<file path="config.mk">
export PLATFORM = sky130hd
export DESIGN_NAME = marker_frame_receiver_flat
export DESIGN_NICKNAME = d
export VERILOG_FILES = /design/src/design/mfr_pkg.sv /design/src/design/mfr_if.sv /design/src/design/marker_frame_receiver.sv /design/src/design/mfr_skid.sv /design/src/flat_wrapper.sv
export SDC_FILE = /design/constraint.sdc
export NUM_CORES = 1
export LEC_CHECK = 0
export ABC_AREA = 1
export BUFFER_PORTS_ARGS = -buffer_cell sky130_fd_sc_hd__buf_2
export CAP_MARGIN = 15
export CORE_ASPECT_RATIO = 1.5
export CORE_MARGIN = 4
export CORE_UTILIZATION = 29
export CTS_CLUSTER_DIAMETER = 40
export DETAILED_ROUTE_END_ITERATION = 8
export SLEW_MARGIN = 20
export SYNTH_ARGS = -nofsm -noshare
export SYNTH_HDL_FRONTEND = slang
export SYNTH_HIERARCHICAL = 1
export SYNTH_SLANG_ARGS = --single-unit
</file>
<file path="constraint.sdc">
create_clock -name clk_i -period 2.3 [get_ports clk_i]
set_clock_uncertainty 0.05 [all_clocks]
set_input_delay 0.115 -clock clk_i [delete_from_list [all_inputs] [get_ports clk_i]]
set_output_delay 0.115 -clock clk_i [all_outputs]
set_load 0.005 [all_outputs]
</file>
<file path="src/design/mfr_pkg.sv">
package mfr_pkg;

  // configuration defaults
  localparam logic [7:0] StartMarkerReset  = 8'hF1;
  localparam logic [7:0] EndMarkerReset    = 8'hF2;
  localparam logic [7:0] EscapeMarkerReset = 8'hF3;

  // default frame depth in bytes
  localparam int BufDepthDefault = 128;

  // configuration port
  localparam int AddrW = 4;
  localparam int DataW = 32;

  // register indexes, byte address is 4 * index
  localparam logic [1:0] RegStart  = 2'd0;
  localparam logic [1:0] RegEnd    = 2'd1;
  localparam logic [1:0] RegEscape = 2'd2;

  // one result word
  typedef struct packed {
    logic       byte_stored;
    logic [6:0] store_index;
    logic [7:0] stored_value;
    logic       frame_done;
    logic [7:0] frame_length;
    logic       overflow;
  } mfr_result_t;

endpackage

</file>
<file path="src/design/mfr_if.sv">
interface mfr_in_if;
  logic       valid;
  logic       ready;
  logic [7:0] in_byte;

  modport source (output valid, output in_byte, input ready);
  modport sink   (input valid, input in_byte, output ready);
endinterface

interface mfr_out_if;
  logic       valid;
  logic       ready;
  logic       byte_stored;
  logic [6:0] store_index;
  logic [7:0] stored_value;
  logic       frame_done;
  logic [7:0] frame_length;
  logic       overflow;

  modport source (
    output valid, output byte_stored, output store_index, output stored_value,
    output frame_done, output frame_length, output overflow, input ready
  );
  modport sink (
    input valid, input byte_stored, input store_index, input stored_value,
    input frame_done, input frame_length, input overflow, output ready
  );
endinterface

</file>
<file path="src/design/marker_frame_receiver.sv">
// marker framed byte receiver: takes one received byte per word on in_i and gives
// exactly one result word on out_o for each, telling whether the byte went into
// the frame and at which position, whether an unescaped end marker closed the
// frame (with its length, markers included) and whether the byte was dropped
// because the frame already held BUF_DEPTH bytes. a frame opens when the byte at
// position 0 equals the start marker; escape bytes are kept as data and make
// the following marker literal inside a frame. no frame memory is held: every
// stored byte leaves with its index. a byte is accepted whenever the skid word
// is empty; its result is registered in the output register, and a one-word
// skid stage lets a further byte in while that result waits, so throughput is
// one byte per clock as long as out_o is drained. the markers are set over the
// apb port at addresses 0x0 (start), 0x4 (end) and 0x8 (escape); the user must
// write them only while no byte is in flight, the block does not enforce this.
module marker_frame_receiver #(
  parameter int BUF_DEPTH = mfr_pkg::BufDepthDefault
) (
  input  logic                      clk_i,
  input  logic                      rst_ni,
  mfr_in_if.sink                    in_i,
  mfr_out_if.source                 out_o,
  input  logic                      psel,
  input  logic                      penable,
  input  logic                      pwrite,
  input  logic [mfr_pkg::AddrW-1:0] paddr,
  input  logic [mfr_pkg::DataW-1:0] pwdata,
  output logic [mfr_pkg::DataW-1:0] prdata,
  output logic                      pready
);
  import mfr_pkg::*;

  // write index holds 0 .. BUF_DEPTH
  localparam int WiW  = $clog2(BUF_DEPTH + 1);
  localparam int ExtW = (WiW > 8) ? WiW : 8;

  // marker registers
  logic [7:0] start_q;
  logic [7:0] end_q;
  logic [7:0] escape_q;

  // framing state
  logic           esc_pending_q, esc_pending_d;
  logic [WiW-1:0] wi_q, wi_d;
  logic [7:0]     first_q, first_d;

  logic        accept;
  logic        cfg_we;
  logic [1:0]  cfg_idx;
  logic [7:0]  b;
  logic        is_start, is_end, is_esc, open;
  logic        store_req, restart, close;
  logic        full, stored;
  logic [WiW-1:0] wi_base, wi_after;
  logic [ExtW-1:0] base_ext, after_ext;
  mfr_result_t res;
  logic        skid_ready;

  // ---------------------------------------------------------------------------
  // apb configuration, single wait-free access
  // ---------------------------------------------------------------------------
  assign pready  = 1'b1;
  assign cfg_idx = paddr[3:2];
  assign cfg_we  = psel && penable && pwrite;

  always_ff @(posedge clk_i or negedge rst_ni) begin
    if (!rst_ni) begin
      start_q  <= StartMarkerReset;
      end_q    <= EndMarkerReset;
      escape_q <= EscapeMarkerReset;
    end else if (cfg_we) begin
      case (cfg_idx)
        RegStart:  start_q  <= pwdata[7:0];
        RegEnd:    end_q    <= pwdata[7:0];
        RegEscape: escape_q <= pwdata[7:0];
        default: ;
      endcase
    end
  end

  always_comb begin
    case (cfg_idx)
      RegStart:  prdata = {{(DataW-8){1'b0}}, start_q};
      RegEnd:    prdata = {{(DataW-8){1'b0}}, end_q};
      RegEscape: prdata = {{(DataW-8){1'b0}}, escape_q};
      default:   prdata = '0;
    endcase
  end

  // ---------------------------------------------------------------------------
  // framing decision for the byte on the input
  // ---------------------------------------------------------------------------
  assign in_i.ready = skid_ready;
  assign accept     = in_i.valid && skid_ready;
  assign b          = in_i.in_byte;

  assign is_start = (b == start_q);
  assign is_end   = (b == end_q);
  assign is_esc   = (b == escape_q);
  // frame open while position 0 holds the start marker
  assign open     = (first_q == start_q);

  always_comb begin
    store_req = 1'b0;
    restart   = 1'b0;
    close     = 1'b0;
    if (is_start) begin
      // start wins over end when both markers match; an escaped start
      // inside a frame is plain data
      store_req = 1'b1;
      restart   = !(esc_pending_q && open);
    end else if (is_end) begin
      if (open) begin
        store_req = 1'b1;
        close     = !esc_pending_q;
      end
    end else if (open) begin
      store_req = 1'b1;
    end
  end

  assign wi_base  = restart ? '0 : wi_q;
  assign full     = (wi_base >= WiW'(BUF_DEPTH));
  assign stored   = store_req && !full;
  assign wi_after = stored ? wi_base + WiW'(1) : wi_base;

  assign base_ext  = ExtW'(wi_base);
  assign after_ext = ExtW'(wi_after);

  // next state
  assign first_d       = (stored && (wi_base == '0)) ? b : first_q;
  assign wi_d          = close ? '0 : wi_after;
  assign esc_pending_d = is_esc && !esc_pending_q;

  always_comb begin
    res.byte_stored  = stored;
    res.store_index  = stored ? base_ext[6:0] : 7'd0;
    res.stored_value = stored ? b : 8'd0;
    res.frame_done   = close;
    // a full frame still closes, length stays at the depth
    res.frame_length = close ? after_ext[7:0] : 8'd0;
    res.overflow     = store_req && full;
  end

  always_ff @(posedge clk_i or negedge rst_ni) begin
    if (!rst_ni) begin
      esc_pending_q <= 1'b0;
      wi_q          <= '0;
      first_q       <= 8'd0;
    end else if (accept) begin
      esc_pending_q <= esc_pending_d;
      wi_q          <= wi_d;
      first_q       <= first_d;
    end
  end

  // ---------------------------------------------------------------------------
  // result register with skid word
  // ---------------------------------------------------------------------------
  mfr_result_t out_data;

  mfr_skid u_skid (
    .clk_i       (clk_i),
    .rst_ni      (rst_ni),
    .in_valid_i  (in_i.valid),
    .in_ready_o  (skid_ready),
    .in_data_i   (res),
    .out_valid_o (out_o.valid),
    .out_ready_i (out_o.ready),
    .out_data_o  (out_data)
  );

  assign out_o.byte_stored  = out_data.byte_stored;
  assign out_o.store_index  = out_data.store_index;
  assign out_o.stored_value = out_data.stored_value;
  assign out_o.frame_done   = out_data.frame_done;
  assign out_o.frame_length = out_data.frame_length;
  assign out_o.overflow     = out_data.overflow;

endmodule

</file>
<file path="src/design/mfr_skid.sv">
module mfr_skid (
  input  logic                clk_i,
  input  logic                rst_ni,
  input  logic                in_valid_i,
  output logic                in_ready_o,
  input  mfr_pkg::mfr_result_t in_data_i,
  output logic                out_valid_o,
  input  logic                out_ready_i,
  output mfr_pkg::mfr_result_t out_data_o
);
  import mfr_pkg::*;

  logic        out_valid_q;
  logic        skid_valid_q;
  mfr_result_t out_data_q;
  mfr_result_t skid_data_q;
  logic        out_free;

  assign out_free   = out_ready_i || !out_valid_q;
  assign in_ready_o = !skid_valid_q;

  always_ff @(posedge clk_i or negedge rst_ni) begin
    if (!rst_ni) begin
      out_valid_q  <= 1'b0;
      skid_valid_q <= 1'b0;
    end else if (out_free) begin
      if (skid_valid_q) begin
        out_valid_q  <= 1'b1;
        skid_valid_q <= 1'b0;
      end else begin
        out_valid_q <= in_valid_i;
      end
    end else if (in_valid_i && !skid_valid_q) begin
      skid_valid_q <= 1'b1;
    end
  end

  always_ff @(posedge clk_i) begin
    if (out_free) begin
      out_data_q <= skid_valid_q ? skid_data_q : in_data_i;
    end else if (in_valid_i && !skid_valid_q) begin
      skid_data_q <= in_data_i;
    end
  end

  assign out_valid_o = out_valid_q;
  assign out_data_o  = out_data_q;

endmodule

</file>
<file path="src/flat_wrapper.sv">
// flat-port wrapper written by rule: the top's interface ports become plain ports
module marker_frame_receiver_flat import mfr_pkg::*;
#(
  parameter int BUF_DEPTH = mfr_pkg::BufDepthDefault
)
  (clk_i, rst_ni, psel, penable, pwrite, paddr, pwdata, prdata, pready, in_i_valid, in_i_in_byte, in_i_ready, out_o_valid, out_o_byte_stored, out_o_store_index, out_o_stored_value, out_o_frame_done, out_o_frame_length, out_o_overflow, out_o_ready);
  mfr_in_if in_i_i ();
  mfr_out_if out_o_i ();
  input  logic clk_i;
  input  logic rst_ni;
  input  logic psel;
  input  logic penable;
  input  logic pwrite;
  input  logic [mfr_pkg::AddrW-1:0] paddr;
  input  logic [mfr_pkg::DataW-1:0] pwdata;
  output logic [mfr_pkg::DataW-1:0] prdata;
  output logic pready;
  input wire logic [$bits(in_i_i.valid)-1:0] in_i_valid;
  input wire logic [$bits(in_i_i.in_byte)-1:0] in_i_in_byte;
  output wire logic [$bits(in_i_i.ready)-1:0] in_i_ready;
  output wire logic [$bits(out_o_i.valid)-1:0] out_o_valid;
  output wire logic [$bits(out_o_i.byte_stored)-1:0] out_o_byte_stored;
  output wire logic [$bits(out_o_i.store_index)-1:0] out_o_store_index;
  output wire logic [$bits(out_o_i.stored_value)-1:0] out_o_stored_value;
  output wire logic [$bits(out_o_i.frame_done)-1:0] out_o_frame_done;
  output wire logic [$bits(out_o_i.frame_length)-1:0] out_o_frame_length;
  output wire logic [$bits(out_o_i.overflow)-1:0] out_o_overflow;
  input wire logic [$bits(out_o_i.ready)-1:0] out_o_ready;
  assign in_i_i.valid = in_i_valid;
  assign in_i_i.in_byte = in_i_in_byte;
  assign in_i_ready = in_i_i.ready;
  assign out_o_valid = out_o_i.valid;
  assign out_o_byte_stored = out_o_i.byte_stored;
  assign out_o_store_index = out_o_i.store_index;
  assign out_o_stored_value = out_o_i.stored_value;
  assign out_o_frame_done = out_o_i.frame_done;
  assign out_o_frame_length = out_o_i.frame_length;
  assign out_o_overflow = out_o_i.overflow;
  assign out_o_i.ready = out_o_ready;
  marker_frame_receiver #(.BUF_DEPTH(BUF_DEPTH)) u_core (.clk_i(clk_i), .rst_ni(rst_ni), .in_i(in_i_i), .out_o(out_o_i), .psel(psel), .penable(penable), .pwrite(pwrite), .paddr(paddr), .pwdata(pwdata), .prdata(prdata), .pready(pready));
endmodule
</file>
# ---- Yosys cells after proc, flatten, opt, wreduce, memory -nomap -nowiden
# Cells that the tools add are included.
dict set report totals {
  register_bits 95
  latch_bits 0
  ram_bits 0
  romBits 0
  input_bits 51
  out_inout_bits 61
  wordCells 68
  n_memories 0
}
dict set report op_classes {
  addsub 1
  multipliers 0
  div_mod_pow 0
  order_cmp 1
  eq_ne 6
  n_shift 0
  muxes 17
  bitwise_logic 1
  n_reduce_logical 22
}
# op n
set op_table {}
lappend op_table {{$mux W8} 5}
lappend op_table {{$eq A8 B8 Y1} 4}
lappend op_table {{$mux W26} 1}
lappend op_table {{$pmux W8 S3} 1}
lappend op_table {{$reduce_and A2 Y1} 5}
lappend op_table {{$mux W1} 9}
lappend op_table {{$add A8 B1 Y8 const B} 1}
lappend op_table {{$ge A8 B8 Y1 const B} 1}
lappend op_table {{$logic_and A1 B1 Y1} 8}
lappend op_table {{$logic_not A8 Y1} 1}
lappend op_table {{$mux W7} 1}
lappend op_table {{$logic_not A1 Y1} 5}
lappend op_table {{$eq A2 B1 Y1 const B} 1}
lappend op_table {{$eq A2 B2 Y1 const B} 1}
lappend op_table {{$logic_not A2 Y1} 1}
lappend op_table {{$reduce_bool A2 Y1} 1}
lappend op_table {{$logic_or A1 B1 Y1} 1}
lappend op_table {{$not A1 Y1} 1}

# ---- Longest topological paths before layout
dict set report logic_depth {
  word_depth 11
  mapped_depth 19
  ltp_nobuf 18
}

# ---- By module
# The synthesis kept the hierarchy.
# mod instances cells_per_inst area_per_inst_um2
set by_module_without_submodules {}
lappend by_module_without_submodules {marker_frame_receiver 1 393 2810.2}
lappend by_module_without_submodules {mfr_skid 1 145 2005.7}

# ---- Least setup slack after synthesis
# No wires, ideal clock.
dict set report synth_path {
  path_kind {reg-to-reg}
  start {reg u_core.u_skid.out_valid_q, in the netlist u_core/u_skid/out_valid_o}
  end {reg u_core/u_skid/skid_data_q[0] in the netlist's numbering (enable)}
  setup_time_ps 409
  arrival_ps 2178
  setup_slack_ps -337
  path_stages_with_launch 3
  path_buffers 0
  period_less_slack_ps 2637
  path_cell_list {dfrtp_1 > nand2_1 > nor2_1}
}
dict set report synth_via {
  elab_chain_cells 4
}
# item line_no
set synth_rtl {}
lappend synth_rtl {{from (decl)} mfr_skid.sv:13} ;# logic out_valid_q;
lappend synth_rtl {{from (signal assigned)} mfr_skid.sv:31} ;# out_valid_q <= in_valid_i;
lappend synth_rtl {{$logic_not A1 Y1} mfr_skid.sv:19} ;# assign out_free = out_ready_i || !out_valid_q;
lappend synth_rtl {{$logic_or A1 B1 Y1} mfr_skid.sv:19}
lappend synth_rtl {{named net u_core.u_skid.out_free} mfr_skid.sv:17} ;# logic out_free;
lappend synth_rtl {{$not A1 Y1 (no source line)} -}
lappend synth_rtl {{$reduce_and A2 Y1 (no source line)} -}
lappend synth_rtl {{to (signal assigned)} mfr_skid.sv:42} ;# skid_data_q <= in_data_i;
lappend synth_rtl {{to (decl)} mfr_skid.sv:16} ;# mfr_result_t skid_data_q;
# The timed path passes the listed nets, and every way through them passes these cells.
# A chain may end at the register's enable or synchronous reset.

==> impl_summary.txt <==
----------------------------------------------------
[Critical path]
  Series of cell instances along the critical path ... xnor2_1, nand2_1, nor2_2, nand3_2, nand2_4, inv_4, nor2_4, ha_4, nand3_4, nor2_4, nand2_1, nand2_1, nor2_2, nand2_1, nand2_1
  Class of the most critical setup path ... reg -> reg
  Slowest stage cell on the critical path ... sky130_fd_sc_hd__dfstp_2
  Critical-path maximum fanout ... 5
  CP arrival ... around 2.4 ns
  Data required time of the critical path ... 2.35 ns
  Startpoint Class ... flop
  CP top delay family ... simple AND/OR/NAND/NOR gates
  Maximum single-stage delay on the critical path ... 0.55 ns
  Critical path buffers and inverters ... 1
  Kind of end point of the critical path ... flop
  Cell repeated most along the worst path ... sky130_fd_sc_hd__nand2_1

[Clock tree]
  Number of buffers inserted during clock tree synthesis ... 9
  Buffers inserted during post-CTS setup optimization ... 0
  Clock slew at the register clock pins of the worst setup and hold paths ... 0.07 ns
  H-tree Lvls ... 3
  TritonCTS clock tree ... built
  CTS max path bufs ... 2
  Root buffer cell ... sky130_fd_sc_hd__clkbuf_16
  Clock latency reported for the late side of the worst-skew pair ... 0.34 ns
  Clock sinks ... 95

[GRT]
  Global-route wire length before repair ... approximately 17000 um
  Initial antenna violation count ... 0
  Pin count of the biggest net entering global routing ... 36
  Via count of the first global-routing pass ... roughly 3500
  Aggregate global routing overflow ... 0
  Gr usage total ... 0.116

[Routing]
  Routed vias ... 3594
  Initial DRC Count ... between 150 and 200
  Count of antenna-violating nets left after detailed routing ... 0
  1st-pass router iterations ... 4
  Routed via count divided by cell count ... 4.25
  Number of remaining DRC errors ... 0
  DR WL/cell ... about 13 um
  Total Routed Length ... 10600 um

[Run status]
  Failing checks ... negative setup slack
  Result of the run ... finished with violations

[Cells and area]
  Post-layout nets ... between 600 and 700
  Area added between synthesis and finish ... 22.4%
  Share of post-route cells with drive strength above 1 ... 0.259
  Diodes inserted ... 0
  Final Util ... 0.362
  Post-route cell area ... 5890 um2

[Logic synthesis]
  Ys flop type ... sky130_fd_sc_hd__edfxtp_1
  Cells after synthesis ... between 500 and 600
  Number of warnings printed during yosys synthesis ... 6
  Main area contributors after synthesis ... sky130_fd_sc_hd__edfxtp_1 32%, sky130_fd_sc_hd__nand2_1 15%, sky130_fd_sc_hd__dfrtp_1 14%
  Largest area contributor in the netlist ... sky130_fd_sc_hd__edfxtp_1
  Number of enable flip-flop cells after synthesis ... 52
  Post-synth ARST share ... 0.453
  Seq cells post-synth ... 95
  Fraction of post-synthesis cell area in the top cell type by area ... 0.324
  Syn avg cell area ... 8.95 um2
  Yosys cell types ... 36
  Sequential share of the synthesized area ... 0.552
  Mapped Area ... 4820 um2

[Pwr]
  Static power due to leakage ... 2.77 nW
  Ratio of total power to cell area ... 800 nW/um2
  Relative contribution of sequential cells to total power ... 0.481
  Worst ir drop on vdd ... 0.325 mV
  Part of the power in combinational logic ... 0.226
  Int Power ... ~3.3 mW
  Clock group share of total power ... 0.293
  Fraction of power spent switching nets ... 0.299
  Switching Power ... roughly 1.4 mW

[Timing]
  Slew at the pin with the worst max-slew slack ... between 0.8 and 0.9 ns
  Post-route setup slack ... -0.00510 ns
  Fin crit share ... 1.00
  Final Setup Violations ... 1
  Clock period minus worst slack ... between 2 and 2.5 ns
  Tightest hold margin ... 0.0150 ns
  Relative max-transition margin ... 0.435
  Final Max Tran Viols ... 0
  Highest clock frequency the design can meet ... 0.434 GHz
  Final Hold Fails ... 0
  Setup repair after global routing missed its margin ... true

[Floorplan]
  Horizontal extent of the die ... 113 um
  Total die area ... 18800 um2
  Top-level port count ... 112
  Height of the chip ... 166 um
  Core region area ... 16300 um2
  Number of standard-cell rows in the floorplan ... 57
  Starting density of the core ... 0.296

[Job]
  Total of max-cap violations ... 0

[Placed design]
  HPWL after detailed placement ... 7950 um
  Post-placement cell area ... 5450 um2
  Input/output buffers ... 60
  Worst setup timing slack at the placement stage ... -0.111 ns
  Final Wtd Congestion ... 0.884

[Min path]
  Hold Crit Class ... in -> reg

----------------------------------------------------
[power groups by stage]
stage,clock [mW],combinational [mW],sequential (mW)
final,1.38,1.06,2.27
after global routing,1.50,1.22,2.31
after CTS,1.43,1.02,2.27
after detailed placement,0,0.978,2.30
after global placement,0,0.963,2.29
after floorplan,0,0.656,2.27
[tightest hold or removal path: stages]
cell                      delay [ns]
sky130_fd_sc_hd__buf_2          0.09
sky130_fd_sc_hd__inv_1          0.09
sky130_fd_sc_hd__o21ai_0        0.09
[routing by layer]
layer	GRT usage	up-vias	wire, um
met2	0.204	78	5490
met4	0.0408	0	140
met3	0.0237	11	451
met1	0.140	1650	4500
li1	-	1855	-
met5	0	-	0
[final cells by class]
type	count	area (um2)
Tap cell	206	258
Multi-Input combinational cell	370	1840
Clock inverter	6	45.0
Sequential cell	95	2660
Inverter	60	238
Timing Repair Buffer	99	626
Clock buffer	10	229
Fill cell	1680	10400
[flip-flops by register name, summed over array words and instances (netlist names)]
| register | flops |
|---|---|
| u_core/end_q | 8 |
| u_core/esc_pending_q | 1 |
| u_core/escape_q | 8 |
| u_core/first_q | 8 |
| u_core/start_q | 8 |
| u_core/u_skid/out_data_o | 26 |
| u_core/u_skid/out_valid_o | 1 |
| u_core/u_skid/skid_data_q | 26 |
| u_core/u_skid/skid_valid_q | 1 |
| u_core/wi_q | 8 |
[what timing repair did]
item	4_1_cts	5_1_grt
cloned	0	0
pin swaps	8	11
endpoints found under the setup margin	9	27
endpoints found under the hold margin	40	0
hold buffers	8	0
resized for setup	8	16
[through the flow]
stage / power, mW / TNS, ns / std cells
finish: 4.72 / -0.00510 / 846
global route: 5.02 / -1.32 / 846
CTS: 4.71 / -0.309 / 846
detailed placement: 3.28 / -0.532 / 822
global placement: 3.26 / -0.355 / 822
floorplan: 2.92 / -0.000960 / 561
[cells in the final DEF (no fill, tap or decap), types with 2 or more instances in the layout]
cell type                       Yosys  final
sky130_fd_sc_hd__nand2_1          192    190
sky130_fd_sc_hd__buf_2              0     60
sky130_fd_sc_hd__inv_1             58     55
sky130_fd_sc_hd__edfxtp_1          52     52
sky130_fd_sc_hd__nor2_1            43     35
sky130_fd_sc_hd__buf_4             27     30
sky130_fd_sc_hd__o21ai_0           30     28
sky130_fd_sc_hd__dfrtp_1           27     27
sky130_fd_sc_hd__conb_1             2     25
sky130_fd_sc_hd__dfstp_2           16     16
sky130_fd_sc_hd__xor2_1            13     13
sky130_fd_sc_hd__nand3_1           16     12
sky130_fd_sc_hd__clkbuf_16          0      9
sky130_fd_sc_hd__dlygate4sd3_1      0      8
sky130_fd_sc_hd__nand2_2            6      8
sky130_fd_sc_hd__nor2_2             1      7
sky130_fd_sc_hd__o21ai_2            7      7
sky130_fd_sc_hd__xnor2_1            6      6
sky130_fd_sc_hd__nand3_2            1      4
sky130_fd_sc_hd__nor2_4             2      4
sky130_fd_sc_hd__o22ai_1            4      4
sky130_fd_sc_hd__clkinvlp_4         0      3
sky130_fd_sc_hd__o211ai_1           3      3
sky130_fd_sc_hd__nor3_1             3      3
sky130_fd_sc_hd__nand2_4            3      2
sky130_fd_sc_hd__inv_2              0      2
sky130_fd_sc_hd__o221ai_1           2      2
sky130_fd_sc_hd__nand4_1            2      2
sky130_fd_sc_hd__inv_4              0      2
sky130_fd_sc_hd__o21ai_1            1      2
sky130_fd_sc_hd__ha_4               0      2
[logic make-up after synthesis]
family,after synthesis,share of synthesized area
AND/OR/NAND/NOR,272,0.233
buffers and inverters,96,0.108
flip-flops,95,0.552
AO/OA/AOI/OAI,51,0.0642
XOR/XNOR,19,0.0346
adder cells (fa/ha/maj),3,0.00780
other,2,0.00156
[cells in the mapped netlist (3+ instances only)]
library cell               number
sky130_fd_sc_hd__nand2_1      192
sky130_fd_sc_hd__inv_1         58
sky130_fd_sc_hd__edfxtp_1      52
sky130_fd_sc_hd__nor2_1        43
sky130_fd_sc_hd__o21ai_0       30
sky130_fd_sc_hd__buf_4         27
sky130_fd_sc_hd__dfrtp_1       27
sky130_fd_sc_hd__dfstp_2       16
sky130_fd_sc_hd__nand3_1       16
sky130_fd_sc_hd__xor2_1        13
sky130_fd_sc_hd__o21ai_2        7
sky130_fd_sc_hd__nand2_2        6
sky130_fd_sc_hd__xnor2_1        6
sky130_fd_sc_hd__buf_6          5
sky130_fd_sc_hd__o22ai_1        4
sky130_fd_sc_hd__clkbuf_1       3
sky130_fd_sc_hd__ha_1           3
sky130_fd_sc_hd__nand2_4        3
sky130_fd_sc_hd__nor3_1         3
sky130_fd_sc_hd__o211ai_1       3
[worst paths after layout]
kind                                   start                     endpoint  slack [ns]  depth (start not counted)
max reg2reg                u_core/start_q[0]  u_core/u_skid/out_data_o[5]      -0.005                         15
min                                pwdata[5]           u_core/escape_q[5]        0.02                          3
max in group asynchronous             rst_ni            u_core/start_q[5]        1.10                          3
min reg2reg                  u_core/end_q[7]              u_core/end_q[7]        0.46                          2
min in group asynchronous             rst_ni              u_core/end_q[0]        0.36                          2
max                        u_core/start_q[0]  u_core/u_skid/out_data_o[5]      -0.005                         15
Power figures use the tool's default switching activity.
